`config.mk`:
```
export PLATFORM = sky130hd
export DESIGN_NAME = periodic_task_timer_slots
export DESIGN_NICKNAME = d
export VERILOG_FILES = /design/src/rtl/core/ptts_pkg.sv /design/src/rtl/core/periodic_task_timer_slots.sv
export SDC_FILE = /design/constraint.sdc
export NUM_CORES = 1
export LEC_CHECK = 0
export BUFFER_PORTS_ARGS = -buffer_cell sky130_fd_sc_hd__buf_2
export CORE_MARGIN = 2
export CORE_UTILIZATION = 55
export CTS_CLUSTER_DIAMETER = 40
export DETAILED_ROUTE_END_ITERATION = 8
export PLACE_DENSITY = 0.82
export SYNTH_ARGS = -nofsm -noshare
export SYNTH_HDL_FRONTEND = slang
export SYNTH_SLANG_ARGS = --single-unit
```
`constraint.sdc`:
```
create_clock -name clock -period 10.77 [get_ports clock]
set_clock_uncertainty 0.05 [all_clocks]
set_input_delay 2.154 -clock clock [delete_from_list [all_inputs] [get_ports clock]]
set_output_delay 2.154 -clock clock [all_outputs]
set_load 0.02 [all_outputs]
```
`src/rtl/core/ptts_pkg.sv`:
```
// Shared types and codes for the periodic task timer slots block.
package ptts_pkg;

   localparam int OP_W        = 3;
   localparam int SLOT_W      = 4;
   localparam int DELAY_W     = 16;
   localparam int TIME_W      = 32;

   typedef logic [OP_W-1:0] op_type;

   localparam op_type OP_TICK      = 3'd0;
   localparam op_type OP_ADD       = 3'd1;
   localparam op_type OP_REMOVE    = 3'd2;
   localparam op_type OP_TAKE_DUE  = 3'd3;
   localparam op_type OP_SET_TIME  = 3'd4;
   localparam op_type OP_READ_TIME = 3'd5;

   typedef struct packed {
      op_type               operation;
      logic [SLOT_W-1:0]    slot;
      logic [DELAY_W-1:0]   initial_delay;
      logic [DELAY_W-1:0]   reload_period;
      logic [TIME_W-1:0]    time_value;
   } req_type;

   typedef struct packed {
      logic                 accepted;
      logic [SLOT_W-1:0]    due_slot;
      logic [TIME_W-1:0]    time_now;
   } rsp_type;

   typedef enum logic [2:0] {
      ST_IDLE,
      ST_RANK,
      ST_SCAN,
      ST_ADD_WR,
      ST_DONE
   } state_type;

   typedef enum logic [1:0] {
      MODE_TICK,
      MODE_ADD,
      MODE_UNLINK,
      MODE_SEARCH
   } mode_type;

endpackage

```
`src/rtl/core/periodic_task_timer_slots.sv`:
```
// Top level of the periodic task timer slots block.
// Set time, read time, refused add or remove and unknown codes go straight to the result;
// tick and take due walk the slots, add and remove too, a one-shot take due walks them twice.
// One item at a time: the next request is taken only after the result is loaded, and one
// shared decrementer with one read and one write port per slot memory walks all slots.
// Reset clears the state machine, the active and due marks, the time counter and the result valid flag.
module periodic_task_timer_slots #(
   parameter int SLOTS       = 16,
   parameter int COUNT_WIDTH = 16
) (
   input  logic                 clock,
   input  logic                 reset,
   input  logic                 req_valid,
   output logic                 req_ready,
   input  ptts_pkg::req_type    req_payload,
   output logic                 rsp_valid,
   input  logic                 rsp_ready,
   output ptts_pkg::rsp_type    rsp_payload
);

   localparam int SW = $clog2(SLOTS);
   localparam int CW = COUNT_WIDTH;

   ptts_pkg::state_type state_ff, state_in;
   ptts_pkg::mode_type  mode_ff, mode_in;
   logic [SW:0]         cnt_ff, cnt_in;
   ptts_pkg::op_type    op_ff, op_in;
   logic [SW-1:0]       slot_ff, slot_in;
   logic [CW-1:0]       delay_ff, delay_in;
   logic [CW-1:0]       per_ff, per_in;
   logic                found_ff, found_in;
   logic                acc_ff, acc_in;
   logic [SW-1:0]       best_ff, best_in;
   logic [SW-1:0]       best_rank_ff, best_rank_in;
   logic                best_pz_ff, best_pz_in;
   logic [SW-1:0]       tgt_ff, tgt_in;
   logic [SW-1:0]       tgt_rank_ff, tgt_rank_in;
   logic [SLOTS-1:0]    active_ff, active_in;
   logic [SLOTS-1:0]    due_ff, due_in;
   logic [31:0]         tick_ff, tick_in;
   logic                rsp_valid_ff, rsp_valid_in;
   ptts_pkg::rsp_type   rsp_ff, rsp_in;

   logic [CW-1:0]       cd_mem [SLOTS];
   logic [CW-1:0]       per_mem [SLOTS];
   logic [SW-1:0]       rank_mem [SLOTS];
   logic [CW-1:0]       cd_rd_ff;
   logic [CW-1:0]       per_rd_ff;
   logic [SW-1:0]       rank_rd_ff;

   logic [SW-1:0]       rd_addr;
   logic [SW-1:0]       wr_addr;
   logic                cd_we, per_we, rank_we;
   logic [CW-1:0]       cd_wd;
   logic [SW-1:0]       rank_wd;

   logic [SW-1:0]       req_idx;
   logic                req_in_range;
   logic                add_ok, rem_ok;
   logic [SW:0]         cnt_dec;
   logic [SW-1:0]       pidx;
   logic                proc, last, rsp_free;

   assign req_idx      = SW'(req_payload.slot);
   assign req_in_range = int'(req_payload.slot) < SLOTS;
   assign add_ok       = req_in_range && !active_ff[req_idx];
   assign rem_ok       = req_in_range && active_ff[req_idx];
   assign cnt_dec      = cnt_ff - 1'b1;
   assign pidx         = cnt_dec[SW-1:0];
   assign proc         = (state_ff == ptts_pkg::ST_SCAN) && (cnt_ff != '0);
   assign last         = (state_ff == ptts_pkg::ST_SCAN) && (int'(cnt_ff) == SLOTS);
   assign rsp_free     = !rsp_valid_ff || rsp_ready;

   assign req_ready    = (state_ff == ptts_pkg::ST_IDLE);
   assign rsp_valid    = rsp_valid_ff;
   assign rsp_payload  = rsp_ff;

   always_comb begin
      state_in = state_ff;
      case (state_ff)
         ptts_pkg::ST_IDLE: begin
            if (req_valid) begin
               case (req_payload.operation)
                  ptts_pkg::OP_TICK:     state_in = ptts_pkg::ST_SCAN;
                  ptts_pkg::OP_ADD:      state_in = add_ok ? ptts_pkg::ST_SCAN
                                                           : ptts_pkg::ST_DONE;
                  ptts_pkg::OP_REMOVE:   state_in = rem_ok ? ptts_pkg::ST_RANK
                                                           : ptts_pkg::ST_DONE;
                  ptts_pkg::OP_TAKE_DUE: state_in = ptts_pkg::ST_SCAN;
                  default:               state_in = ptts_pkg::ST_DONE;
               endcase
            end
         end
         ptts_pkg::ST_RANK:   state_in = ptts_pkg::ST_SCAN;
         ptts_pkg::ST_SCAN: begin
            if (last) begin
               if (mode_ff == ptts_pkg::MODE_ADD) begin
                  state_in = ptts_pkg::ST_ADD_WR;
               end else if (mode_ff == ptts_pkg::MODE_SEARCH && found_in && best_pz_in) begin
                  state_in = ptts_pkg::ST_SCAN;
               end else begin
                  state_in = ptts_pkg::ST_DONE;
               end
            end
         end
         ptts_pkg::ST_ADD_WR: state_in = ptts_pkg::ST_DONE;
         ptts_pkg::ST_DONE: begin
            if (rsp_free) begin
               state_in = ptts_pkg::ST_IDLE;
            end
         end
         default:             state_in = ptts_pkg::ST_IDLE;
      endcase
   end

   always_comb begin
      mode_in      = mode_ff;
      cnt_in       = cnt_ff;
      op_in        = op_ff;
      slot_in      = slot_ff;
      delay_in     = delay_ff;
      per_in       = per_ff;
      found_in     = found_ff;
      acc_in       = acc_ff;
      best_in      = best_ff;
      best_rank_in = best_rank_ff;
      best_pz_in   = best_pz_ff;
      tgt_in       = tgt_ff;
      tgt_rank_in  = tgt_rank_ff;
      active_in    = active_ff;
      due_in       = due_ff;
      tick_in      = tick_ff;
      rsp_in       = rsp_ff;
      rsp_valid_in = rsp_valid_ff && !rsp_ready;
      rd_addr      = '0;
      wr_addr      = pidx;
      cd_we        = 1'b0;
      per_we       = 1'b0;
      rank_we      = 1'b0;
      cd_wd        = '0;
      rank_wd      = '0;
      case (state_ff)
         ptts_pkg::ST_IDLE: begin
            rd_addr = req_idx;
            if (req_valid) begin
               op_in    = req_payload.operation;
               slot_in  = req_idx;
               delay_in = CW'(req_payload.initial_delay);
               per_in   = CW'(req_payload.reload_period);
               found_in = 1'b0;
               acc_in   = 1'b0;
               best_in  = '0;
               cnt_in   = '0;
               tgt_in   = req_idx;
               case (req_payload.operation)
                  ptts_pkg::OP_TICK: begin
                     tick_in = tick_ff + 32'd1;
                     mode_in = ptts_pkg::MODE_TICK;
                  end
                  ptts_pkg::OP_ADD: begin
                     mode_in = ptts_pkg::MODE_ADD;
                     acc_in  = add_ok;
                  end
                  ptts_pkg::OP_REMOVE:   mode_in = ptts_pkg::MODE_UNLINK;
                  ptts_pkg::OP_TAKE_DUE: mode_in = ptts_pkg::MODE_SEARCH;
                  ptts_pkg::OP_SET_TIME: tick_in = req_payload.time_value;
                  default:               mode_in = mode_ff;
               endcase
            end
         end
         ptts_pkg::ST_RANK: begin
            tgt_rank_in = rank_rd_ff;
            cnt_in      = '0;
         end
         ptts_pkg::ST_SCAN: begin
            cnt_in = cnt_ff + 1'b1;
            if (int'(cnt_ff) < SLOTS) begin
               rd_addr = cnt_ff[SW-1:0];
            end
            if (proc && active_ff[pidx]) begin
               case (mode_ff)
                  ptts_pkg::MODE_TICK: begin
                     cd_we = 1'b1;
                     if (cd_rd_ff != '0) begin
                        cd_wd = cd_rd_ff - 1'b1;
                     end else begin
                        cd_wd        = per_rd_ff;
                        due_in[pidx] = 1'b1;
                     end
                  end
                  ptts_pkg::MODE_ADD: begin
                     rank_we = 1'b1;
                     rank_wd = rank_rd_ff + 1'b1;
                  end
                  ptts_pkg::MODE_UNLINK: begin
                     if (pidx != tgt_ff && rank_rd_ff > tgt_rank_ff) begin
                        rank_we = 1'b1;
                        rank_wd = rank_rd_ff - 1'b1;
                     end
                  end
                  ptts_pkg::MODE_SEARCH: begin
                     if (due_ff[pidx] && (!found_ff || rank_rd_ff < best_rank_ff)) begin
                        found_in     = 1'b1;
                        best_in      = pidx;
                        best_rank_in = rank_rd_ff;
                        best_pz_in   = (per_rd_ff == '0);
                     end
                  end
                  default: cd_we = 1'b0;
               endcase
            end
            if (last) begin
               cnt_in = '0;
               case (mode_ff)
                  ptts_pkg::MODE_UNLINK: begin
                     active_in[tgt_ff] = 1'b0;
                     due_in[tgt_ff]    = 1'b0;
                  end
                  ptts_pkg::MODE_SEARCH: begin
                     acc_in = found_in;
                     if (found_in) begin
                        due_in[best_in] = 1'b0;
                        if (best_pz_in) begin
                           tgt_in      = best_in;
                           tgt_rank_in = best_rank_in;
                           mode_in     = ptts_pkg::MODE_UNLINK;
                        end
                     end
                  end
                  default: cnt_in = '0;
               endcase
            end
         end
         ptts_pkg::ST_ADD_WR: begin
            wr_addr            = slot_ff;
            cd_we              = 1'b1;
            cd_wd              = delay_ff;
            per_we             = 1'b1;
            rank_we            = 1'b1;
            rank_wd            = '0;
            active_in[slot_ff] = 1'b1;
            due_in[slot_ff]    = 1'b0;
         end
         ptts_pkg::ST_DONE: begin
            if (rsp_free) begin
               rsp_valid_in         = 1'b1;
               rsp_in.accepted      = acc_ff;
               rsp_in.due_slot      = (op_ff == ptts_pkg::OP_TAKE_DUE && acc_ff)
                                      ? ptts_pkg::SLOT_W'(best_ff) : '0;
               rsp_in.time_now      = tick_ff;
            end
         end
         default: cnt_in = '0;
      endcase
   end

   always_ff @(posedge clock) begin
      if (cd_we) begin
         cd_mem[wr_addr] <= cd_wd;
      end
      cd_rd_ff <= cd_mem[rd_addr];
   end

   always_ff @(posedge clock) begin
      if (per_we) begin
         per_mem[wr_addr] <= per_ff;
      end
      per_rd_ff <= per_mem[rd_addr];
   end

   always_ff @(posedge clock) begin
      if (rank_we) begin
         rank_mem[wr_addr] <= rank_wd;
      end
      rank_rd_ff <= rank_mem[rd_addr];
   end

   always_ff @(posedge clock) begin
      if (reset) begin
         state_ff     <= ptts_pkg::ST_IDLE;
         active_ff    <= '0;
         due_ff       <= '0;
         tick_ff      <= '0;
         rsp_valid_ff <= 1'b0;
      end else begin
         state_ff     <= state_in;
         active_ff    <= active_in;
         due_ff       <= due_in;
         tick_ff      <= tick_in;
         rsp_valid_ff <= rsp_valid_in;
      end
   end

   always_ff @(posedge clock) begin
      mode_ff      <= mode_in;
      cnt_ff       <= cnt_in;
      op_ff        <= op_in;
      slot_ff      <= slot_in;
      delay_ff     <= delay_in;
      per_ff       <= per_in;
      found_ff     <= found_in;
      acc_ff       <= acc_in;
      best_ff      <= best_in;
      best_rank_ff <= best_rank_in;
      best_pz_ff   <= best_pz_in;
      tgt_ff       <= tgt_in;
      tgt_rank_ff  <= tgt_rank_in;
      rsp_ff       <= rsp_in;
   end

   // A slot can only be due while it is active.
   assert property (@(posedge clock) disable iff (reset)
      (due_ff & ~active_ff) == '0)
      else $error("due mark set on an inactive slot");

   // The slot walk never runs past the last slot.
   assert property (@(posedge clock) disable iff (reset)
      state_ff == ptts_pkg::ST_SCAN |-> int'(cnt_ff) <= SLOTS)
      else $error("slot walk counter out of range");

   // Writing an added slot makes it active on the next cycle.
   assert property (@(posedge clock) disable iff (reset)
      state_ff == ptts_pkg::ST_ADD_WR |=> active_ff[$past(slot_ff)])
      else $error("added slot not active");

   // A finished item whose result register is free always produces a beat.
   assert property (@(posedge clock) disable iff (reset)
      (state_ff == ptts_pkg::ST_DONE && rsp_free) |=> rsp_valid_ff)
      else $error("result beat lost");

endmodule
```
Word-level counts from Yosys, hierarchy flattened
Memories as Yosys holds them, arrays and structs flattened. A register that Yosys moved wholly into a read port is not among the register bits.
Cells that the tools add are included.
{"block": "totals", "reg_bits": 170, "mem_bits_rw": 576, "output_inout_bits": 39, "word_cells": 224, "memories": 3}
{"block": "classes", "addsub": 6, "n_lt_le_gt_ge": 12, "eq_ne": 22, "mux": 108, "n_bitwise": 10, "reduce_logical": 42}
{"memory": "cd_mem", "words": 16, "width": 16, "read_ports": 1, "rd_clocked_by_memory_dff": 1, "wr": 1, "line": "periodic_task_timer_slots.sv:44", "source": "logic [CW-1:0] cd_mem [SLOTS];"}
{"memory": "per_mem", "words": 16, "width": 16, "read_ports": 1, "rd_clocked_by_memory_dff": 1, "wr": 1, "line": "periodic_task_timer_slots.sv:45", "source": "logic [CW-1:0] per_mem [SLOTS];"}
{"memory": "rank_mem", "words": 16, "width": 4, "read_ports": 1, "rd_clocked_by_memory_dff": 1, "wr": 1, "line": "periodic_task_timer_slots.sv:46", "source": "logic [SW-1:0] rank_mem [SLOTS];"}
{"operator": "16-bit two-way mux", "count": 11}
{"operator": "16-bit case mux with 2 select lines", "count": 4}
{"operator": "4-bit two-way mux", "count": 22}
{"operator": "16-bit bitwise AND", "count": 4}
{"operator": "32-bit case mux with 2 select lines", "count": 1}
{"operator": "16-bit inverter", "count": 3}
{"operator": "4-bit case mux with 2 select lines", "count": 5}
{"operator": "1-bit two-way mux", "count": 34}
{"operator": "32-bit by 1-bit adder with 32-bit output (second input constant)", "count": 1}
{"operator": "16-bit bitwise OR", "count": 2}
{"operator": "4-bit by 5-bit less-than comparator with 1-bit output (second input constant)", "count": 5}
{"operator": "3-bit two-way mux", "count": 7}
{"operator": "1-bit demux with 4-bit select", "count": 4}
{"operator": "4-bit by 1-bit greater-or-equal comparator with 1-bit output (second input constant)", "count": 4}
{"operator": "16-bit zero test", "count": 1}
{"operator": "16-bit nonzero test", "count": 1}
{"operator": "16-bit by 1-bit subtractor with 16-bit output (second input constant)", "count": 1}
{"operator": "3-bit by 2-bit equality test with 1-bit output (second input constant)", "count": 5}
{"operator": "3-bit case mux with 5 select lines", "count": 1}
{"operator": "5-bit case mux with 3 select lines", "count": 1}
{"operator": "1-bit logical AND", "count": 13}
{"operator": "1-bit binary-select mux with 4-bit select", "count": 3}
{"operator": "2-bit two-way mux", "count": 5}
{"operator": "5-bit two-way mux", "count": 2}
{"operator": "33 further kinds", "count": 60}

Longest topological paths before layout
Gate-level depths: netlist of the first run.
{"block": "logic_depth", "ltp_word": 18, "mapped_depth": 13, "depth_no_buf": 8}

Worst setup path after synthesis of the first run
Ideal clock, no wire load.
{"block": "synth_path", "path_kind": "input port to flip-flop", "start": "in req_payload[64] (netlist bit)", "end": "reg state_ff[1]", "setup_ps": 80, "t_arrival_ps": 4121, "t_required_ps": 10640, "path_slack_ps": 6520, "path_stages": 7, "n_path_buf": 1, "cell_sequence": "clkbuf_1 -> mux4_2 -> mux4_2 -> and3b_1 -> nor4bb_1 -> nor2_1 -> a211oi_2"}
{"block": "synth_between", "elab_chain_len": 6}
{"element": "start, declared", "line": "periodic_task_timer_slots.sv:15", "source": "input ptts_pkg::req_type req_payload,"}
{"element": "1-bit binary-select mux with 4-bit select", "line": "periodic_task_timer_slots.sv:66", "source": "assign add_ok = req_in_range && !active_ff[req_idx];"}
{"element": "1-bit two-way mux (implied by the code)", "line": "periodic_task_timer_slots.sv:66"}
{"element": "3-bit two-way mux", "line": "periodic_task_timer_slots.sv:85", "source": "ptts_pkg::OP_ADD: state_in = add_ok ? ptts_pkg::ST_SCAN"}
{"element": "3-bit case mux with 3 select lines", "line": "periodic_task_timer_slots.sv:83", "source": "case (req_payload.operation)"}
{"element": "3-bit two-way mux", "line": "periodic_task_timer_slots.sv:82", "source": "if (req_valid) begin"}
{"element": "3-bit case mux with 5 select lines", "line": "periodic_task_timer_slots.sv:80", "source": "case (state_ff)"}
{"element": "end signal, assigned", "line": "periodic_task_timer_slots.sv:280", "source": "state_ff <= ptts_pkg::ST_IDLE;"}
{"element": "end signal, assigned", "line": "periodic_task_timer_slots.sv:286", "source": "state_ff <= state_in;"}
{"element": "end, declared", "line": "periodic_task_timer_slots.sv:24", "source": "ptts_pkg::state_type state_ff, state_in;"}
Every way passes these cells. The select of a mux whose other input is x is not followed.
A chain may end at the register's enable or synchronous reset.

Worst setup path after layout of the first run
{"block": "layout_path", "start": "in req_payload[64] (netlist bit)", "end": "reg rank_rd_ff[2], read port of rank_mem"}
{"block": "layout_between", "elab_chain_len": 1}
{"element": "4-bit case mux with 2 select lines", "line": "periodic_task_timer_slots.sv:142", "source": "case (state_ff)"}
{"element": "end, declared", "line": "periodic_task_timer_slots.sv:49", "source": "logic [SW-1:0] rank_rd_ff;"}
Every way passes these cells.

==> results.json, run 1 <==
{
  "gp_congestion": 0.935,
  "r2r_start": "cnt_ff[0]",
  "clk_pin_slew_ns": 0.06,
  "finalHoldViolCount": 0,
  "slew_headroom": 0.115,
  "cp.arrival_ns": 5.63,
  "routed_wl_mm": 80.9,
  "cp.required_ns": 11.22,
  "synth_compound_area_frac": 0.0641,
  "cts_sinks": 782,
  "ir_drop_uv": 138,
  "worstRegToRegCells": 11,
  "multi_input_area_um2": 10800,
  "holdWs_ns": 0.384,
  "avgRoutedWirePerCell_um": 24.3,
  "first_pass_iters": 5,
  "min_path_cells": 0,
  "ys_async_sr_fraction": 0,
  "ys_ff_latch": 782,
  "dieArea_um2": 63600,
  "rsz0062_at_grt": "no",
  "startpoint": "req_payload[64]",
  "grtUsageTotal": 0.255,
  "setup_violations": 0,
  "grt_max_degree": 142,
  "synth_top_family_by_area": "multiplexers",
  "core_area_um2": 60600,
  "crit_slowest_cell": "buf_12",
  "hold_class": "register to register",
  "cts_tree": "yes",
  "initial_core_util": 0.559,
  "holdPathEnd": "rsp_payload[26]",
  "slowest_delay_ns": 0.76,
  "critical_path.top_delay_family": "buffers and inverters",
  "synth.distinct_cells": 90,
  "antenna_found_initial": 2,
  "htreeDepth": 3,
  "route.detailed.drc": 0,
  "synthesis.instances": 2304,
  "worstPathMaxFanout": 141,
  "seq_area_frac_synth": 0.662,
  "synth_warnings": 0,
  "insertion_delay_ns": 0.67,
  "die_w_um": 252,
  "synth_enable_flop_cells": 676,
  "cts_max_path_buffers": 3,
  "n_fill_cell": 4193,
  "crit_top_cell": "mux2i_1",
  "port_buffers": 113,
  "rr_endpoint": "cd_mem[13][6]",
  "synthesis.area_um2": 33900,
  "cap_violations": 0,
  "grt_pass1_vias": 20900,
  "ioPinCount": 114,
  "holdBufCountCts": 0,
  "finalSetupTns_ns": 0,
  "power.leakage_nw": 14.0,
  "endpoint_kind": "register",
  "worst_pin_slew_ns": 1.31,
  "rows": 90,
  "register_area_um2": 22400,
  "worst-path-buf-inv": 3,
  "final_cell_mix": "edfxtp_1 (676), mux2i_1 (554), buf_2 (115), dfxtp_1 (106), clkbuf_16 (101)",
  "synthSimpleGateAreaFrac": 0.0609,
  "post-cts-setup-buffer-count": 0,
  "layout_commonest_cell": "edfxtp_1",
  "ff2ff_setup_slack_ns": 5.76,
  "path_class": "input port to register",
  "fin_crit_sh": 0.481,
  "post_cts_resized": 0,
  "root_buffer": "clkbuf_16",
  "dieHeight_um": 252,
  "drive_gt1_frac": 0.174,
  "vias_per_cell": 6.25,
  "syn_nets": 2399,
  "min_period_ns": 5.19,
  "muxShareOfSynthArea": 0.176,
  "dp_hpwl_mm": 47.3,
  "layout.nets": 2556,
  "worstSetupStartpointType": "input port",
  "synthAdderAreaFrac": 0.00739,
  "hp-start": "tick_ff[26]",
  "numCtsBuffers": 100,
  "synth-main-ff-cell": "edfxtp_1",
  "grt.overflow.total": 0,
  "grt_pass1_wl_mm": 123,
  "ant_nets": 0,
  "p_per_area_nw_per_um2": 196,
  "drv_slew": 0,
  "num_vias": 20800,
  "status": "complete, no violations",
  "syn_avg_cell_area_um2": 14.7,
  "fmax_ghz": 0.193,
  "drtIter0Drc": 2051,
  "areaGrowthSynthToFinish_pct": 15.0,
  "path_cells": "buf_2 > nand2b_1 > a21oi_4 > buf_12 > buf_12 > mux2i_1 > mux2i_1 > mux2i_1 > mux2i_1",
  "synth_xor_xnor_area_share": 0.00702
}
report_power, final:
group | leakage (nW) | switching [mW] | internal [mW]
clock | 1.65 | 1.32 | 2.04
combinational | 5.81 | 0.503 | 0.323
sequential | 6.58 | 0.103 | 3.37
total | 14.0 | 1.93 | 5.73
registers in the layout, indices dropped and copies added (netlist names), 5 cells and up:
signal / flops
active_ff: 16
rank_mem: 64
per_rd_ff: 16
due_ff: 16
tick_ff: 32
per_mem: 256
rsp_payload: 37
cd_rd_ff: 16
delay_ff: 16
per_ff: 16
cnt_ff: 5
cd_mem: 256
Yosys cell counts, types with 25 or more instances:
cell,number,area [µm²]
o21ai_0,68,340
edfxtp_1,676,20300
a211oi_1,27,203
inv_1,40,150
nor2_1,122,458
nor3_1,25,125
a21oi_1,67,335
clkbuf_1,64,240
dfxtp_1,106,2120
nand3_1,41,205
nand2_1,83,312
buf_2,48,240
mux2i_1,554,5550
layer usage:
metal | up-vias | GRT usage | part of all wire
met5 | - | 0 | 0
met3 | 198 | 0.0418 | 0.067
met2 | 881 | 0.424 | 0.49
met1 | 10500 | 0.338 | 0.41
met4 | 0 | 0.102 | 0.034
li1 | 9284 | - | -
worst max-delay path by stage:
stage	endpoint	depth (start not counted)	slack, ns
4_1_cts	rank_rd_ff[2]	9	5.69
3_5_place_dp	rank_rd_ff[1]	9	5.10
2_1_floorplan	state_ff[1]	7	6.52
3_3_place_gp	rank_rd_ff[2]	9	5.18
6_report	rank_rd_ff[2]	9	5.58
5_1_grt	rank_rd_ff[2]	9	5.47
per-stage QoR:
step / cell area (µm²) / total power [mW] / std cells / util / worst slack, ns
floorplan: 33900 / 4.08 / 2304 / - / 6.52
global placement: 35500 / 4.31 / 3139 / 0.586 / 5.18
detailed placement: 35500 / 4.33 / 3141 / 0.586 / 5.10
CTS: 39000 / 7.68 / 3330 / 0.643 / 5.69
global route: 39000 / 7.87 / 3331 / 0.643 / 5.47
finish: 39000 / 7.66 / 3331 / 0.643 / 5.58
cells by family after synthesis:
kind of cell / after synthesis
buffers and inverters: 172
xor gates and xnor gates: 25
AOI/OAI and AO/OA: 317
adders and majority gates: 20
muxes: 576
and+or+nand+nor: 412
DFF: 782
area by class of cell:
cell class / count / area share
Antenna cell: 1 / 0.0000642
Clock buffer: 119 / 0.0674
Clock inverter: 70 / 0.0209
Inverter: 42 / 0.00405
Multi-Input combinational cell: 1350 / 0.278
Sequential cell: 782 / 0.575
Tap cell: 782 / 0.0251
Timing Repair Buffer: 185 / 0.0292
Note: power is estimated with default switching activity, not from simulation.
==> run 2, diff against run 1 <==
--- a/config.mk
+++ b/config.mk
@@ -5,12 +5,13 @@
 export SDC_FILE = /design/constraint.sdc
 export NUM_CORES = 1
 export LEC_CHECK = 0
+export ABC_AREA = 1
 export BUFFER_PORTS_ARGS = -buffer_cell sky130_fd_sc_hd__buf_2
 export CORE_MARGIN = 2
 export CORE_UTILIZATION = 55
 export CTS_CLUSTER_DIAMETER = 40
 export DETAILED_ROUTE_END_ITERATION = 8
-export PLACE_DENSITY = 0.82
+export PLACE_DENSITY = 0.85
 export SYNTH_ARGS = -nofsm -noshare
 export SYNTH_HDL_FRONTEND = slang
 export SYNTH_SLANG_ARGS = --single-unit
==> constraint.sdc (replaced) <==
create_clock -name clock -period 4.2 [get_ports clock]
set_clock_uncertainty 0.05 [all_clocks]
set_input_delay 0.84 -clock clock [delete_from_list [all_inputs] [get_ports clock]]
set_output_delay 0.84 -clock clock [all_outputs]
set_load 0.02 [all_outputs]
==> run 2 against run 1 <==
- sequential power grew to 2.7 times the previous value
- worst setup slack lost 5.2 ns
- final area is essentially flat
- cell count grew 25%
- synthesized cell count grew 38%
- synthesized area shrank 0.27%
- non-clock buffer count grew 10
- critical endpoint is now cd_mem[12][2]
==> results.json, run 2 <==
{
  "routed_wl_mm": 88.9,
  "port_buffers": 113,
  "status": "complete, no violations",
  "rows": 90,
  "crit_slowest_cell": "edfxtp_1",
  "areaGrowthSynthToFinish_pct": 15.3,
  "min_period_ns": 3.84,
  "finalSetupTns_ns": 0,
  "worstSetupStartpointType": "register",
  "synth.distinct_cells": 51,
  "ys_ff_latch": 782,
  "antenna_found_initial": 4,
  "rsz0062_at_grt": "no",
  "hold_class": "input port to register",
  "fin_crit_sh": 0.915,
  "synthesis.instances": 3186,
  "dieArea_um2": 63400,
  "cp.required_ns": 4.45,
  "slew_headroom": 0.108,
  "dp_hpwl_mm": 52.4,
  "finalHoldViolCount": 0,
  "insertion_delay_ns": 0.66,
  "layout_commonest_cell": "edfxtp_1",
  "numCtsBuffers": 96,
  "post_cts_resized": 0,
  "post-cts-setup-buffer-count": 0,
  "ys_top_cells_by_count": "edfxtp_1 (676), nand2_1 (471), inv_1 (422), nand3_1 (276), nor2_1 (249)",
  "synthTopCellsByArea": "edfxtp_1 (60%), dfxtp_1 (6.3%), nand2_1 (5.2%), inv_1 (4.7%), nand3_1 (4.1%)",
  "power_mw": 21.6,
  "grt_pass1_wl_mm": 135,
  "slowest_delay_ns": 0.47,
  "num_vias": 25100,
  "synth-main-ff-cell": "edfxtp_1",
  "initial_core_util": 0.558,
  "clk_pin_slew_ns": 0.06,
  "grtUsageTotal": 0.277,
  "netlist.area_leader.share": 0.601,
  "grt_pass1_vias": 24300,
  "path_class": "register to register",
  "synthesis.area_um2": 33800,
  "vias_per_cell": 6.01,
  "ioPinCount": 114,
  "holdWs_ns": 0.315,
  "synth_warnings": 0,
  "worst_slack_ns": 0.358,
  "drive_gt1_frac": 0.125,
  "r2r_start": "cnt_ff[1]",
  "die_w_um": 252,
  "final_cell_mix": "edfxtp_1 (676), nand2_1 (471), inv_1 (422), nand3_1 (276), o21ai_0 (248)",
  "startpoint": "cnt_ff[1]",
  "route.detailed.drc": 0,
  "grt_max_degree": 121,
  "first_pass_iters": 6,
  "utilization": 0.643,
  "core_area_um2": 60600,
  "htreeDepth": 3,
  "worst_pin_slew_ns": 1.33,
  "path_cells": "inv_1 > ha_1 > xor2_1 > nand2_1 > nor2_1 > nor2_1 > nor2_2 > nand2_2 > nand2_1 > inv_1 > nor2_2 > buf_4",
  "root_buffer": "clkbuf_16",
  "ys_async_sr_fraction": 0,
  "worstPathMaxFanout": 16,
  "synth_most_common_cell": "edfxtp_1",
  "syn_avg_cell_area_um2": 10.6,
  "seq_area_frac_synth": 0.664,
  "fmax_ghz": 0.260,
  "dieHeight_um": 252,
  "cp.arrival_ns": 4.09,
  "ir_drop_uv": 370,
  "hp-start": "req_payload[45]",
  "syn_nets": 3281,
  "cts_max_path_buffers": 3,
  "setup_violations": 0,
  "drv_slew": 0,
  "power.leakage_nw": 14.6,
  "holdBufCountCts": 0,
  "layout.nets": 3407,
  "gp_congestion": 0.999,
  "cts_sinks": 782,
  "drtIter0Drc": 3372,
  "endpoint_kind": "register",
  "ant_nets": 0,
  "top_regs": "cd_mem (256), per_mem (256), rank_mem (64)",
  "cap_violations": 0,
  "yosys.area.top_type": "edfxtp_1",
  "preCtsSetupSlack_ns": 0.515,
  "synth_enable_flop_cells": 676,
  "grt.overflow.total": 0,
  "cts_tree": "yes",
  "avgRoutedWirePerCell_um": 21.3,
  "p_per_area_nw_per_um2": 554
}
## run 2: final timing paths
kind	endpoint	slack, ns	cells past startpoint
min	per_ff[13]	0.31	1
min reg2reg	rsp_payload[7]	0.42	0
max	cd_mem[12][2]	0.36	12
max reg2reg	cd_mem[12][2]	0.36	12
## run 2: kinds of logic (layout without fill, tap and decap cells)
logic type / Yosys count / in the layout / share of synthesized area
muxes: 2 / 2 / 0.000593
other: 0 / 2 / 0
AOI/OAI and AO/OA: 695 / 695 / 0.120
DFF: 782 / 782 / 0.664
adders and majority gates: 20 / 20 / 0.00741
buffers and inverters: 599 / 809 / 0.0682
xor gates and xnor gates: 31 / 31 / 0.00826
and+or+nand+nor: 1057 / 1057 / 0.132
## run 2: critical path: cells and delay by family (launching register included)
| kind | cells | cell delay, ns |
|---|---|---|
| buf+inv | 3 | 0.83 |
| xor+xnor | 1 | 0.43 |
| flops | 1 | 0.47 |
| fa+ha+maj | 1 | 0.28 |
| simple gates | 7 | 1.41 |
## run 2: cell type report
cell class                 count  area, µm²
tap                          782        978
timing repair buffer         195       1270
clock buffer                 111       2530
antenna                        2       5.00
sequential                   782      22400
clock inverter                71        890
multi-input combinational   1805       9210
inverter                     432       1630
fill                        4245      21600
## run 2: routing by layer
metal / vias up / global-route usage / wire length [µm]
met5: - / 0 / 13
met4: 2 / 0.130 / 3910
met3: 305 / 0.0555 / 9740
met2: 1614 / 0.450 / 42600
met1: 11800 / 0.360 / 32600
li1: 11400 / - / -
## run 2: report_power, final
part / switching [mW] / internal [mW] / total, mW
Combinational: 2.53 / 1.06 / 3.59
Clock: 3.45 / 5.24 / 8.69
Sequential: 0.428 / 8.86 / 9.29
Total: 6.41 / 15.2 / 21.6
## run 2: metrics by stage
| step | std cells | cell area (µm²) |
|---|---|---|
| 2_1_floorplan | 3186 | 33800 |
| 3_3_place_gp | 3996 | 35500 |
| 3_5_place_dp | 3996 | 35500 |
| 4_1_cts | 4178 | 38900 |
| 5_1_grt | 4180 | 38900 |
| 6_report | 4180 | 38900 |
